### config.mk
export PLATFORM = sky130hd
export DESIGN_NAME = unsorted_max_priority_queue_top
export DESIGN_NICKNAME = d
export VERILOG_FILES = /design/src/rtl/core/umpq_pkg.sv /design/src/rtl/core/unsorted_max_priority_queue_top.sv /design/src/rtl/core/umpq_ram.sv /design/src/rtl/core/umpq_ctrl.sv /design/src/rtl/core/umpq_dp.sv
export VERILOG_INCLUDE_DIRS = /design/src /design/src/rtl/core
export SDC_FILE = /design/constraint.sdc
export NUM_CORES = 2
export LEC_CHECK = 0
export BUFFER_PORTS_ARGS = -buffer_cell sky130_fd_sc_hd__buf_4
export CAP_MARGIN = 10
export CORE_MARGIN = 2
export CORE_UTILIZATION = 44
export CTS_BUF_LIST = sky130_fd_sc_hd__clkbuf_4
export DETAILED_ROUTE_END_ITERATION = 6
export GPL_TIMING_DRIVEN = 1
export PLACE_DENSITY = 0.71
export SLEW_MARGIN = 20
export SYNTH_ARGS = -nofsm -noshare
export SYNTH_HDL_FRONTEND = slang
export SYNTH_SLANG_ARGS = --single-unit
### constraint.sdc
create_clock -name clk_i -period 8.7 [get_ports clk_i]
set_input_delay 0.435 -clock clk_i [delete_from_list [all_inputs] [get_ports clk_i]]
set_output_delay 0.435 -clock clk_i [all_outputs]
set_load 0.02 [all_outputs]
### src/rtl/core/assert_macros.svh
// ----------------------------------------------------------------------------
// assert_macros.svh
// concurrent assertion helpers, compiled out when SYNTH is defined
// ----------------------------------------------------------------------------
`ifndef ASSERT_MACROS_SVH
`define ASSERT_MACROS_SVH

`ifndef SYNTH
// property must hold at every rising clock edge outside reset
`define UMPQ_ASSERT(lbl, clk, rstn, prop, msg) \
  lbl: assert property (@(posedge clk) disable iff (!(rstn)) (prop)) else $error(msg);
// condition must never be seen at a rising clock edge outside reset
`define UMPQ_ASSERT_NEVER(lbl, clk, rstn, cond, msg) \
  lbl: assert property (@(posedge clk) disable iff (!(rstn)) !(cond)) else $error(msg);
`else
`define UMPQ_ASSERT(lbl, clk, rstn, prop, msg)
`define UMPQ_ASSERT_NEVER(lbl, clk, rstn, cond, msg)
`endif

`endif

### src/rtl/core/umpq_pkg.sv
// ----------------------------------------------------------------------------
// umpq_pkg
// shared constants and control types of the unsorted max-priority queue
// ----------------------------------------------------------------------------
package umpq_pkg;

  localparam int unsigned CAPACITY_DEF = 64;

  localparam int unsigned DATA_W   = 32;
  localparam int unsigned FUNC_W   = 3;
  localparam int unsigned STATUS_W = 3;
  localparam int unsigned ECNT_W   = 7;
  localparam int unsigned ENTRY_W  = 2 * DATA_W;

  // input beat layout
  localparam int unsigned IN_TDATA_W  = 72;
  // output beat layout
  localparam int unsigned OUT_TDATA_W = 80;
  localparam int unsigned OUT_PAD_W   = OUT_TDATA_W - (ENTRY_W + STATUS_W + ECNT_W + 1);

  // operation codes
  localparam logic [FUNC_W-1:0] FN_INSERT   = 3'd0;
  localparam logic [FUNC_W-1:0] FN_EXTRACT  = 3'd1;
  localparam logic [FUNC_W-1:0] FN_PEEK     = 3'd2;
  localparam logic [FUNC_W-1:0] FN_MODIFY   = 3'd3;
  localparam logic [FUNC_W-1:0] FN_DECREASE = 3'd4;
  localparam logic [FUNC_W-1:0] FN_INCREASE = 3'd5;

  // status codes
  localparam logic [STATUS_W-1:0] ST_OK          = 3'd0;
  localparam logic [STATUS_W-1:0] ST_EMPTY       = 3'd1;
  localparam logic [STATUS_W-1:0] ST_NOT_FOUND   = 3'd2;
  localparam logic [STATUS_W-1:0] ST_NOT_SMALLER = 3'd3;
  localparam logic [STATUS_W-1:0] ST_NOT_GREATER = 3'd4;
  localparam logic [STATUS_W-1:0] ST_FULL        = 3'd5;

  // controller to datapath
  typedef struct packed {
    logic load;    // latch the accepted item and arm the scan
    logic scan;    // advance the store scan by one entry
    logic commit;  // write back, update count, load the result register
  } cmd_t;

  // datapath to controller
  typedef struct packed {
    logic need_scan;  // incoming item has to search the store
    logic scan_done;  // scan reached its last entry or a match
    logic out_free;   // result register can take a new result
  } sts_t;

endpackage

### src/rtl/core/unsorted_max_priority_queue_top.sv
// ----------------------------------------------------------------------------
// unsorted_max_priority_queue_top
// max-priority queue of value/priority pairs held in an unsorted store
// ----------------------------------------------------------------------------
//  channel  | dir | beat contents (lowest bits first)
//  s_axis   | in  | func[2:0], item_value[31:0], item_priority[31:0], 5'b0
//  m_axis   | out | out_value[31:0], out_priority[31:0], status[2:0],
//           |     | entry_count[6:0], is_empty, 5'b0
//
//  insert and unused codes: no scan, the item goes from idle straight to finish
//  extract, peek and key ops: the filled entries are scanned one by one, key ops
//  stopping at the first match, through the single read port of the store
//  one item is in work at a time; a finished result sits in the output
//  register while the next input beat is taken
//  reset clears the fill count and control state; the store needs no clearing
// ----------------------------------------------------------------------------
module unsorted_max_priority_queue_top #(
  parameter int unsigned CAPACITY = umpq_pkg::CAPACITY_DEF
) (
  input  logic                             clk_i,
  input  logic                             rst_ni,
  // input stream
  input  logic                             s_axis_tvalid_i,
  output logic                             s_axis_tready_o,
  // func, item_value, item_priority
  input  logic [umpq_pkg::IN_TDATA_W-1:0]  s_axis_tdata_i,
  // result stream
  output logic                             m_axis_tvalid_o,
  input  logic                             m_axis_tready_i,
  // out_value, out_priority, status, entry_count, is_empty
  output logic [umpq_pkg::OUT_TDATA_W-1:0] m_axis_tdata_o
);

  // command and status between sequencer and datapath
  umpq_pkg::cmd_t cmd;
  umpq_pkg::sts_t sts;

  // sequencer: idle -> (scan) -> finish, finish waits for a free result slot
  umpq_ctrl u_ctrl (
    .clk_i      (clk_i),
    .rst_ni     (rst_ni),
    .s_tvalid_i (s_axis_tvalid_i),
    .s_tready_o (s_axis_tready_o),
    .sts_i      (sts),
    .cmd_o      (cmd)
  );

  // datapath: entry ram, running max / first-match search, write-back
  umpq_dp #(
    .CAPACITY (CAPACITY)
  ) u_dp (
    .clk_i      (clk_i),
    .rst_ni     (rst_ni),
    .cmd_i      (cmd),
    .sts_o      (sts),
    .in_data_i  (s_axis_tdata_i),
    .m_tready_i (m_axis_tready_i),
    .m_tvalid_o (m_axis_tvalid_o),
    .m_tdata_o  (m_axis_tdata_o)
  );

endmodule

### src/rtl/core/umpq_ram.sv
// ----------------------------------------------------------------------------
// umpq_ram
// simple dual-port ram, one write and one registered read port
// ----------------------------------------------------------------------------
module umpq_ram #(
  parameter int unsigned WIDTH = 64,
  parameter int unsigned DEPTH = 64
) (
  input  logic                     clk_i,
  input  logic                     we_i,
  input  logic [$clog2(DEPTH)-1:0] waddr_i,
  input  logic [WIDTH-1:0]         wdata_i,
  input  logic [$clog2(DEPTH)-1:0] raddr_i,
  output logic [WIDTH-1:0]         rdata_o
);

  logic [WIDTH-1:0] mem_q [DEPTH];
  logic [WIDTH-1:0] rdata_q;

  always_ff @(posedge clk_i) begin
    if (we_i) begin
      mem_q[waddr_i] <= wdata_i;
    end
    rdata_q <= mem_q[raddr_i];
  end

  assign rdata_o = rdata_q;

endmodule

### src/rtl/core/umpq_ctrl.sv
// ----------------------------------------------------------------------------
// umpq_ctrl
// operation sequencer: accept, scan, commit
// ----------------------------------------------------------------------------
module umpq_ctrl (
  input  logic          clk_i,
  input  logic          rst_ni,
  input  logic          s_tvalid_i,
  output logic          s_tready_o,
  input  umpq_pkg::sts_t sts_i,
  output umpq_pkg::cmd_t cmd_o
);

  localparam logic [1:0] S_IDLE = 2'd0;
  localparam logic [1:0] S_SCAN = 2'd1;
  localparam logic [1:0] S_FIN  = 2'd2;

  logic [1:0] state_q, state_d;

  always_comb begin
    state_d      = state_q;
    cmd_o        = '0;
    s_tready_o   = 1'b0;
    case (state_q)
      S_IDLE: begin
        s_tready_o = 1'b1;
        if (s_tvalid_i) begin
          cmd_o.load = 1'b1;
          state_d    = sts_i.need_scan ? S_SCAN : S_FIN;
        end
      end
      S_SCAN: begin
        cmd_o.scan = 1'b1;
        if (sts_i.scan_done) begin
          state_d = S_FIN;
        end
      end
      S_FIN: begin
        if (sts_i.out_free) begin
          cmd_o.commit = 1'b1;
          state_d      = S_IDLE;
        end
      end
      default: begin
        state_d = S_IDLE;
      end
    endcase
  end

  always_ff @(posedge clk_i or negedge rst_ni) begin
    if (!rst_ni) begin
      state_q <= S_IDLE;
    end else begin
      state_q <= state_d;
    end
  end

endmodule

### src/rtl/core/umpq_dp.sv
// ----------------------------------------------------------------------------
// umpq_dp
// entry store, scan compare unit, write-back and result register
// ----------------------------------------------------------------------------
`include "assert_macros.svh"

module umpq_dp #(
  parameter int unsigned CAPACITY = umpq_pkg::CAPACITY_DEF
) (
  input  logic                               clk_i,
  input  logic                               rst_ni,
  input  umpq_pkg::cmd_t                     cmd_i,
  output umpq_pkg::sts_t                     sts_o,
  input  logic [umpq_pkg::IN_TDATA_W-1:0]    in_data_i,
  input  logic                               m_tready_i,
  output logic                               m_tvalid_o,
  output logic [umpq_pkg::OUT_TDATA_W-1:0]   m_tdata_o
);

  localparam int unsigned IDX_W = $clog2(CAPACITY);
  localparam int unsigned CNT_W = $clog2(CAPACITY + 1);
  localparam int unsigned DW    = umpq_pkg::DATA_W;
  localparam int unsigned FW    = umpq_pkg::FUNC_W;
  localparam int unsigned EW    = umpq_pkg::ECNT_W;

  // input fields
  logic [FW-1:0] in_func;
  logic [DW-1:0] in_val;
  logic [DW-1:0] in_pri;

  assign in_func = in_data_i[FW-1:0];
  assign in_val  = in_data_i[FW+DW-1:FW];
  assign in_pri  = in_data_i[FW+2*DW-1:FW+DW];

  // latched item
  logic [FW-1:0] func_q;
  logic [DW-1:0] val_q, pri_q;

  // store and scan state
  logic [CNT_W-1:0] cnt_q, cnt_d;
  logic [CNT_W-1:0] rd_idx_q;
  logic             cmp_vld_q;
  logic [IDX_W-1:0] cmp_idx_q;
  logic             found_q;
  logic [IDX_W-1:0] best_idx_q;
  logic [DW-1:0]    best_val_q, best_pri_q;
  logic [2*DW-1:0]  last_q;

  logic [2*DW-1:0]  rd_data;
  logic [DW-1:0]    rd_val, rd_pri;

  logic             is_key, is_max;
  logic             last_now, match_now, take_max;
  logic             rd_more;

  // write-back and result
  logic             wb_en, ram_we;
  logic [IDX_W-1:0] ram_waddr;
  logic [2*DW-1:0]  ram_wdata;
  logic [umpq_pkg::STATUS_W-1:0] res_st;
  logic [DW-1:0]    res_val, res_pri;
  logic [CNT_W+EW-1:0] cnt_ext;
  logic             out_vld_q;
  logic [umpq_pkg::OUT_TDATA_W-1:0] out_data_q;

  umpq_ram #(
    .WIDTH (2 * DW),
    .DEPTH (CAPACITY)
  ) u_store (
    .clk_i   (clk_i),
    .we_i    (ram_we),
    .waddr_i (ram_waddr),
    .wdata_i (ram_wdata),
    .raddr_i (rd_idx_q[IDX_W-1:0]),
    .rdata_o (rd_data)
  );

  assign rd_val = rd_data[DW-1:0];
  assign rd_pri = rd_data[2*DW-1:DW];

  assign is_key = func_q inside {umpq_pkg::FN_MODIFY, umpq_pkg::FN_DECREASE,
                                 umpq_pkg::FN_INCREASE};
  assign is_max = func_q inside {umpq_pkg::FN_EXTRACT, umpq_pkg::FN_PEEK};

  assign last_now  = cmp_vld_q && (CNT_W'(cmp_idx_q) == cnt_q - CNT_W'(1));
  assign match_now = cmp_vld_q && is_key && (rd_val == val_q);
  assign take_max  = cmp_vld_q && is_max &&
                     ((cmp_idx_q == '0) || ($signed(rd_pri) > $signed(best_pri_q)));
  assign rd_more   = rd_idx_q < cnt_q;

  assign sts_o.need_scan = (in_func inside {[umpq_pkg::FN_EXTRACT:umpq_pkg::FN_INCREASE]})
                           && (cnt_q != '0);
  assign sts_o.scan_done = last_now || match_now;
  assign sts_o.out_free  = !out_vld_q || m_tready_i;

  // item latch and scan payload
  always_ff @(posedge clk_i) begin
    if (cmd_i.load) begin
      func_q <= in_func;
      val_q  <= in_val;
      pri_q  <= in_pri;
    end
    if (cmd_i.scan) begin
      cmp_idx_q <= rd_idx_q[IDX_W-1:0];
      if (cmp_vld_q) begin
        last_q <= rd_data;
      end
      if (take_max || (match_now && !found_q)) begin
        best_idx_q <= cmp_idx_q;
        best_val_q <= rd_val;
        best_pri_q <= rd_pri;
      end
    end
    if (cmd_i.commit) begin
      out_data_q <= {{umpq_pkg::OUT_PAD_W{1'b0}}, (cnt_d == '0), cnt_ext[EW-1:0],
                     res_st, res_pri, res_val};
    end
  end

  // scan control
  always_ff @(posedge clk_i or negedge rst_ni) begin
    if (!rst_ni) begin
      rd_idx_q  <= '0;
      cmp_vld_q <= 1'b0;
      found_q   <= 1'b0;
    end else if (cmd_i.load) begin
      rd_idx_q  <= '0;
      cmp_vld_q <= 1'b0;
      found_q   <= 1'b0;
    end else if (cmd_i.scan) begin
      cmp_vld_q <= rd_more;
      if (rd_more) begin
        rd_idx_q <= rd_idx_q + CNT_W'(1);
      end
      if (match_now) begin
        found_q <= 1'b1;
      end
    end
  end

  // operation outcome
  always_comb begin
    wb_en     = 1'b0;
    ram_waddr = best_idx_q;
    ram_wdata = {pri_q, val_q};
    cnt_d     = cnt_q;
    res_st    = umpq_pkg::ST_OK;
    res_val   = '0;
    res_pri   = '0;
    case (func_q)
      umpq_pkg::FN_INSERT: begin
        if (cnt_q == CNT_W'(CAPACITY)) begin
          res_st = umpq_pkg::ST_FULL;
        end else begin
          wb_en     = 1'b1;
          ram_waddr = cnt_q[IDX_W-1:0];
          cnt_d     = cnt_q + CNT_W'(1);
        end
      end
      umpq_pkg::FN_EXTRACT, umpq_pkg::FN_PEEK: begin
        if (cnt_q == '0) begin
          res_st = umpq_pkg::ST_EMPTY;
        end else begin
          res_val = best_val_q;
          res_pri = best_pri_q;
          if (func_q == umpq_pkg::FN_EXTRACT) begin
            // last entry fills the freed slot
            wb_en     = 1'b1;
            ram_wdata = last_q;
            cnt_d     = cnt_q - CNT_W'(1);
          end
        end
      end
      umpq_pkg::FN_MODIFY, umpq_pkg::FN_DECREASE, umpq_pkg::FN_INCREASE: begin
        if (!found_q) begin
          res_st = umpq_pkg::ST_NOT_FOUND;
        end else if ((func_q == umpq_pkg::FN_DECREASE) &&
                     !($signed(best_pri_q) > $signed(pri_q))) begin
          res_st = umpq_pkg::ST_NOT_SMALLER;
        end else if ((func_q == umpq_pkg::FN_INCREASE) &&
                     !($signed(pri_q) > $signed(best_pri_q))) begin
          res_st = umpq_pkg::ST_NOT_GREATER;
        end else begin
          wb_en = 1'b1;
        end
      end
      default: begin
        wb_en = 1'b0;
      end
    endcase
  end

  assign ram_we  = wb_en && cmd_i.commit;
  assign cnt_ext = {{EW{1'b0}}, cnt_d};

  always_ff @(posedge clk_i or negedge rst_ni) begin
    if (!rst_ni) begin
      cnt_q     <= '0;
      out_vld_q <= 1'b0;
    end else begin
      if (cmd_i.commit) begin
        cnt_q     <= cnt_d;
        out_vld_q <= 1'b1;
      end else if (m_tready_i) begin
        out_vld_q <= 1'b0;
      end
    end
  end

  assign m_tvalid_o = out_vld_q;
  assign m_tdata_o  = out_data_q;

  `UMPQ_ASSERT(a_cnt_bound, clk_i, rst_ni, cnt_q <= CNT_W'(CAPACITY), "fill count above capacity")
  `UMPQ_ASSERT(a_cnt_commit, clk_i, rst_ni, (cnt_q != $past(cnt_q)) |-> $past(cmd_i.commit), "count moved without commit")
  `UMPQ_ASSERT(a_wr_range, clk_i, rst_ni, ram_we |-> (CNT_W'(ram_waddr) <= cnt_q), "store write beyond fill")
  `UMPQ_ASSERT_NEVER(a_cmp_range, clk_i, rst_ni, cmd_i.scan && cmp_vld_q && (CNT_W'(cmp_idx_q) >= cnt_q), "compare beyond fill")

endmodule
### Word level (Yosys, flattened, before mapping)

Memories as Yosys holds them, arrays and structs flattened. A register that Yosys moved wholly into a read port is not among the register bits.
Cells that the tools add are included.

* $lt $le $gt $ge: 6
* shift operators: 0
* reduce and logical (&&, ||, !) cells: 39
* divide/modulo/power cells: 0
* add/sub/neg operators: 3
* mux-type cells: 45
* equal/unequal tests: 13
* multiply operators: 0
* bitwise logic cells: 1

Operator list (count)
* $mux 64: 3
* $gt 32x32->1: 3
* $mux 7: 6
* $eq 32x32->1: 1
* $mux 1: 22
* $add 7x1->7 const B: 2
* $logic_not 7->1: 2
* $pmux 7 s2: 1
* $mux 3: 4
* $mux 6: 2
* $logic_and 1x1->1: 11
* $reduce_bool 2->1: 5
* $pmux 3 s3: 1
* $mux 2: 4
* $reduce_and 2->1: 4
* $eq 6x7->1: 1
* $eq 7x7->1 const B: 1
* $lt 7x7->1: 1
* $reduce_bool 7->1: 1
* $sub 7x1->7 const B: 1
* $eq 3x2->1 const B: 2
* $eq 3x3->1 const B: 2
* $logic_not 6->1: 1
* $ne 2x2->1 const B: 3
* other kinds (16): 23

* register bits after elaboration: 301
* input bits: 76
* word-level logic and storage cells: 124
* memory bits (read-only): 0
* latch bits: 0
* bits in writable memories: 4096
* memories kept: 1

Memories
* u_dp.u_store.mem_q: depth 64, width 64, read ports 1, clocked after Yosys merged registers in 1, wr ports 1, line umpq_ram.sv:17 `logic [WIDTH-1:0] mem_q [DEPTH];`

### Logic depth before layout (Yosys ltp)

* word-level depth: 10
* depth in mapped cells: 12
* depth with buffers taken out: 10

### Modules after synthesis

Synthesis repeated with hierarchy kept, for this count alone.

* cells, all modules: 7506
* area, all modules: 169669.0 um^2

Modules (own cells, without submodules)
* umpq_ram: area an instance 156348.7 um^2, times used 1, cells each 6598
* umpq_dp: area an instance 13193.9 um^2, times used 1, cells each 895
* umpq_ctrl: area an instance 126.4 um^2, times used 1, cells each 13

### Worst setup path before layout

No wires, ideal clock.

* path type: flip-flop to flip-flop
* start point: register u_ctrl.state_q[0]
* end point: memory u_dp.u_store.mem_q[50][0], enable pin
* library setup time: 0.644 ns
* path buffers: 0
* period minus slack after synthesis: 9.387 ns
* cell stages (with the launch flop): 8
* arrival: 8.743 ns
* setup slack: -0.687 ns
* path through: dfrtp_1 -> nand2b_1 -> nand2b_1 -> clkinv_1 -> nand2_1 -> a21oi_1 -> nand2_1 -> nor4_1

RTL lines
* start: declaration: line umpq_ctrl.sv:18 `logic [1:0] state_q, state_d;`
* start signal: assignment: line umpq_ctrl.sv:54 `state_q <= state_d;`
* end: declaration: line umpq_ram.sv:17

### Worst setup path in the final report

* start point: register u_dp.pri_q[31]
* end point: memory u_dp.u_store.mem_q[1][23], enable pin

* word-level cells in the longest chain between the ends: 10
* elaborated cells between the ends (all ways): 13
* classes of those cells: order compare (2); mux (6); reduce/logical (5)

RTL lines
* start: declaration: line umpq_dp.sv:37 `logic [DW-1:0] val_q, pri_q;`
* start signal: assignment: line umpq_dp.sv:101 `pri_q <= in_pri;`
* $gt 32x32->1: line umpq_dp.sv:181 `!($signed(pri_q) > $signed(best_pri_q))) begin`
* $logic_not 1->1: line umpq_dp.sv:181
* $logic_and 1x1->1: line umpq_dp.sv:180 `end else if ((func_q == umpq_pkg::FN_INCREASE) &&`
* $mux 1: line umpq_dp.sv:180
* $mux 1 (*): line umpq_dp.sv:177 `end else if ((func_q == umpq_pkg::FN_DECREASE) &&`
* $mux 1 (*): line umpq_dp.sv:175 `if (!found_q) begin`
* $pmux 1 s3 (*): line umpq_dp.sv:150 `case (func_q)`
* $logic_and 1x1->1 (*): line umpq_dp.sv:193 `assign ram_we = wb_en && cmd_i.commit;`
* $mux 1 (*): line umpq_ram.sv:21 `if (we_i) begin`
* $mux 1 (not written as such) (*): line umpq_ram.sv:22 `mem_q[waddr_i] <= wdata_i;`

Every way passes the cells marked *; elsewhere a longest branch is shown, timed or not.

==> metrics.log <==
INFO  metric run_status = finished, violations left
INFO  metric violations = design-rule violations
INFO  metric clkLatencyLatePin = between 1500 and 2000 ps
INFO  metric peakVddDrop = slightly above 0.2 mV
INFO  metric global_route.usage.total = 0.225
INFO  metric timing.max_cap.violations = 0
INFO  metric end_kind = flop
INFO  metric area.growth.synth_to_final = 14.5%
INFO  metric grt.overflow.total = 0
INFO  metric route.met3.wl = 46.8 mm
INFO  metric clock-root-buffer = sky130_fd_sc_hd__clkbuf_4
INFO  metric cts_post_setup_buffers_inserted = 0
INFO  metric synth-main-ff-cell = sky130_fd_sc_hd__edfxtp_1
INFO  metric cts_tree = yes
INFO  metric worstSetupPathType = flop to flop
INFO  metric first_pass_grt_wire_length = slightly above 600 mm
INFO  metric instance_count_of_the_mapped_netlist = 6885
INFO  metric period_needed = roughly 6400 ps
INFO  metric postRouteAntennaNets = 0
INFO  metric floorplan.initialDensity = 0.441
INFO  metric core-area = 385000 sq um
INFO  metric critPathLaunchType = flop
INFO  metric clock_power_share = 0.307
INFO  metric netlist-cell-type-count = 71
INFO  metric top_signal_layer_used = met5
INFO  metric timing_max_transition_violations_final = 0
INFO  metric dr.pass1.iters = 7
INFO  metric synth_top_area_cell = sky130_fd_sc_hd__edfxtp_1
INFO  metric finalWeightedCongestion = 0.865
INFO  metric remaining_drc_errors = 1
INFO  metric min-delay-path-class = input pin to flop
INFO  metric wl_met2 = approximately 210 mm
INFO  metric synth_area_leaders = sky130_fd_sc_hd__edfxtp_1 (77%), sky130_fd_sc_hd__mux4_2 (18%), sky130_fd_sc_hd__dfxtp_1 (0.75%), sky130_fd_sc_hd__ha_1 (0.54%), sky130_fd_sc_hd__clkbuf_1 (0.46%)
INFO  metric synth.most_common_cell = sky130_fd_sc_hd__edfxtp_1
INFO  metric final_util = 0.505
INFO  metric post_synth_instance_area = 170000 sq um
INFO  metric synth-xor-area-share = 0.00217
INFO  metric synth.top_cells.by_count = sky130_fd_sc_hd__edfxtp_1 (4378), sky130_fd_sc_hd__mux4_2 (1344), sky130_fd_sc_hd__clkbuf_1 (208)
INFO  metric grt_antenna_before_repair = 36
INFO  metric dp_hpwl = about 230 mm
INFO  metric yosys.area.top_type_share = 0.774
INFO  metric netSwitchingFraction = 0.281
INFO  metric placedInstanceArea = about 180000 sq um
INFO  metric hold_viol = 0
INFO  metric unrepaired_setup_endpoints_after_global_routing = no
INFO  metric cellLeakagePower = 60.9 nW
INFO  metric wirelength_met1 = roughly 160 mm
INFO  metric crit_arrival = 7510 ps
INFO  metric max_slew_margin = 0.174
INFO  metric synth-warning-count = 0
INFO  metric worst-path-max-fanout = 53
INFO  metric synth_compound_area_frac = 0.00615
INFO  metric post-route-cell-area = a little under 200000 sq um
INFO  metric period_utilisation_layout = 0.734
INFO  metric muxShareOfSynthArea = 0.181
INFO  metric combinational_family_with_the_most_area_after_synthesis = multiplexers
INFO  metric clock_tree.htree_level_count = 7
INFO  metric wirelength_routed = about 440 mm
INFO  metric synth_enable_flop_cells = 4378
INFO  metric route.detailed.wl_per_inst = around 31 um
INFO  metric worst_clock_skew = between 150 and 200 ps
INFO  metric setup_viol = 0
INFO  metric placement_rows = 228
INFO  metric route.detailed.vias_per_inst = ~6.0
INFO  metric power-per-cell-area = 281 nW/um^2
INFO  metric synth_adder_area_share = 0.00538
INFO  metric yosys.area_share.simple = 0.0105
INFO  metric cp_data_required_time = a little under 10000 ps
INFO  metric worst-slew-pin-transition = 1240 ps
INFO  metric clkSlewWorstSetupHoldPaths = about 70 ps
INFO  metric synth_seq_cells = 4461
INFO  metric total_power = ~55 mW
INFO  metric syn_avg_cell_area = between 20 and 25 sq um
INFO  metric number_of_global_route_vias_before_repair = ~86000
INFO  metric pin_count_of_the_biggest_net_entering_global_routing = 160
INFO  metric multi_input_gate_area = approximately 36000 sq um
INFO  metric synth_seq_area_share = 0.784
INFO  metric vias = ~84000
INFO  metric clock.fmax = approximately 160 MHz
INFO  metric io_buffers = between 100 and 150
INFO  metric seq_area = 133000 sq um
INFO  metric finish.net_count = roughly 8400
INFO  metric ys_async_sr_fraction = 0.00426
INFO  metric place.detailed.instances = 11997
INFO  metric power.internal = about 40 mW
INFO  metric fillers = 29431
INFO  metric ctsLongestPathBuffers = 5
INFO  metric p_seq_frac = 0.480
INFO  metric floorplan.die.height = about 630 um
INFO  metric share_of_layout_cells_above_drive_strength_1 = 0.396
INFO  metric drt_iter0_drc = approximately 12000
INFO  metric top_level_ports = about 160
INFO  metric tritoncts.num_buffers = roughly 1100
INFO  metric total_number_of_clock_tree_sinks = 4461
INFO  metric layout.cells.non_filler = 14083
INFO  metric comb_power_share = 0.213
INFO  metric fp.dieArea = slightly below 400000 sq um
INFO  metric power.switching = approximately 15 mW
INFO  metric die_boundary_width = approximately 630 um
metal layers:
layer,vias up,track usage
li1,33290,-
met1,44325,0.291
met2,5564,0.355
met3,802,0.0541
met4,6,0.117
met5,-,0
power by group through the flow:
stage,combinational [mW],clock (mW),sequential (mW)
4_1_cts,11.6,17.1,26.2
6_report,11.6,16.7,26.2
3_5_place_dp,11.5,0,26.7
3_3_place_gp,11.3,0,26.6
2_1_floorplan,7.53,0,26.5
5_1_grt,12.2,18.2,26.2
per-stage QoR:
stage / setup WS [ps] / setup TNS, ps / hold slack (ps)
2_1_floorplan: -687 / -1467800 / 139
3_3_place_gp: 2600 / 0 / 359
3_5_place_dp: 2520 / 0 / 363
4_1_cts: 2400 / 0 / 25.3
5_1_grt: 2330 / 0 / 136
6_report: 2320 / 0 / 192
worst paths after layout:
check	endpoint	slack [ps]	startpoint	cells after the start
worst max-delay path	u_dp.u_store.mem_q[1][23]$_DFFE_PP_	2320	u_dp.pri_q[31]$_DFFE_PP_	13
worst min-delay path	u_ctrl.state_q[0]$_DFFE_PN0P_	190	s_axis_tdata_i[2]	6
worst max register to register	u_dp.u_store.mem_q[1][23]$_DFFE_PP_	2320	u_dp.pri_q[31]$_DFFE_PP_	13
worst min register to register	u_dp.last_q[27]$_DFFE_PP_	430	u_dp.u_store.rdata_o[27]$_DFF_P_	0
max in group asynchronous	u_dp.rd_idx_q[1]$_DFFE_PN0P_	8080	rst_ni	5
min in group asynchronous	u_ctrl.state_q[0]$_DFFE_PN0P_	390	rst_ni	5
placed cells by master (no fill, tap or decap), types with 17 or more instances in the layout:
master	n
sky130_fd_sc_hd__a21oi_1	36
sky130_fd_sc_hd__and2_1	64
sky130_fd_sc_hd__buf_12	17
sky130_fd_sc_hd__buf_4	384
sky130_fd_sc_hd__clkbuf_4	1579
sky130_fd_sc_hd__clkinv_1	203
sky130_fd_sc_hd__clkinv_2	27
sky130_fd_sc_hd__dfxtp_1	64
sky130_fd_sc_hd__diode_2	35
sky130_fd_sc_hd__dlygate4sd3_1	202
sky130_fd_sc_hd__edfxtp_1	4378
sky130_fd_sc_hd__ha_1	73
sky130_fd_sc_hd__inv_1	83
sky130_fd_sc_hd__inv_2	19
sky130_fd_sc_hd__mux2_4	20
sky130_fd_sc_hd__mux4_2	1344
sky130_fd_sc_hd__nand2_1	80
sky130_fd_sc_hd__nand3_1	20
sky130_fd_sc_hd__nand4_1	21
sky130_fd_sc_hd__nor2_1	21
sky130_fd_sc_hd__nor4_2	41
sky130_fd_sc_hd__o21ai_0	21
sky130_fd_sc_hd__o21ai_4	32
sky130_fd_sc_hd__xnor2_1	30
cell families (layout without fill, tap and decap cells):
kind of cell    Yosys count  in the layout
fa+ha+maj                73             73
simple gates            329            329
xor+xnor                 42             42
flops                  4461           4461
mux                    1381           1381
compound gates          161            161
other cells               1             40
buf+inv                 437           2536
critical path, stage by stage, from the launching register on:
cell and delay (ps):
sky130_fd_sc_hd__edfxtp_1 360, sky130_fd_sc_hd__inv_1 130, sky130_fd_sc_hd__ha_1 390, sky130_fd_sc_hd__nand4_1 320, sky130_fd_sc_hd__nor3_1 90, sky130_fd_sc_hd__a21oi_1 630
sky130_fd_sc_hd__and4_1 540, sky130_fd_sc_hd__a211oi_1 140, sky130_fd_sc_hd__o31a_2 300, sky130_fd_sc_hd__buf_4 390, sky130_fd_sc_hd__or2_1 650, sky130_fd_sc_hd__nor3_2 530
sky130_fd_sc_hd__buf_4 560, sky130_fd_sc_hd__buf_4 700
what timing repair did:
action,in CTS,in global routing
gates resized for setup,0,0
hold endpoints to repair,134,0
hold buffers,203,0
flip-flops by register name (all words and copies together) (netlist names):
register,count
u_dp.u_store.mem_q,4096
u_dp.u_store.rdata_o,64
u_dp.cmp_vld_q,1
u_dp.best_idx_q,6
u_dp.func_q,3
u_dp.rd_idx_q,7
u_dp.cmp_idx_q,6
u_dp.cnt_q,7
u_dp.found_q,1
u_dp.best_val_q,32
u_dp.pri_q,32
u_dp.last_q,64
u_ctrl.state_q,2
u_dp.val_q,32
u_dp.m_tvalid_o,1
u_dp.m_tdata_o,75
u_dp.best_pri_q,32
final cells by class:
cell class,instances,area share
flip-flops and latches,4461,0.685
multi-input cells,1991,0.184
clock buffers,1579,0.0610
well taps,5060,0.0326
repair buffers,606,0.0273
clock inverters,265,0.00736
inverters,86,0.00169
diodes,35,0.000450
No activity file was read; power rests on OpenSTA's default activity.
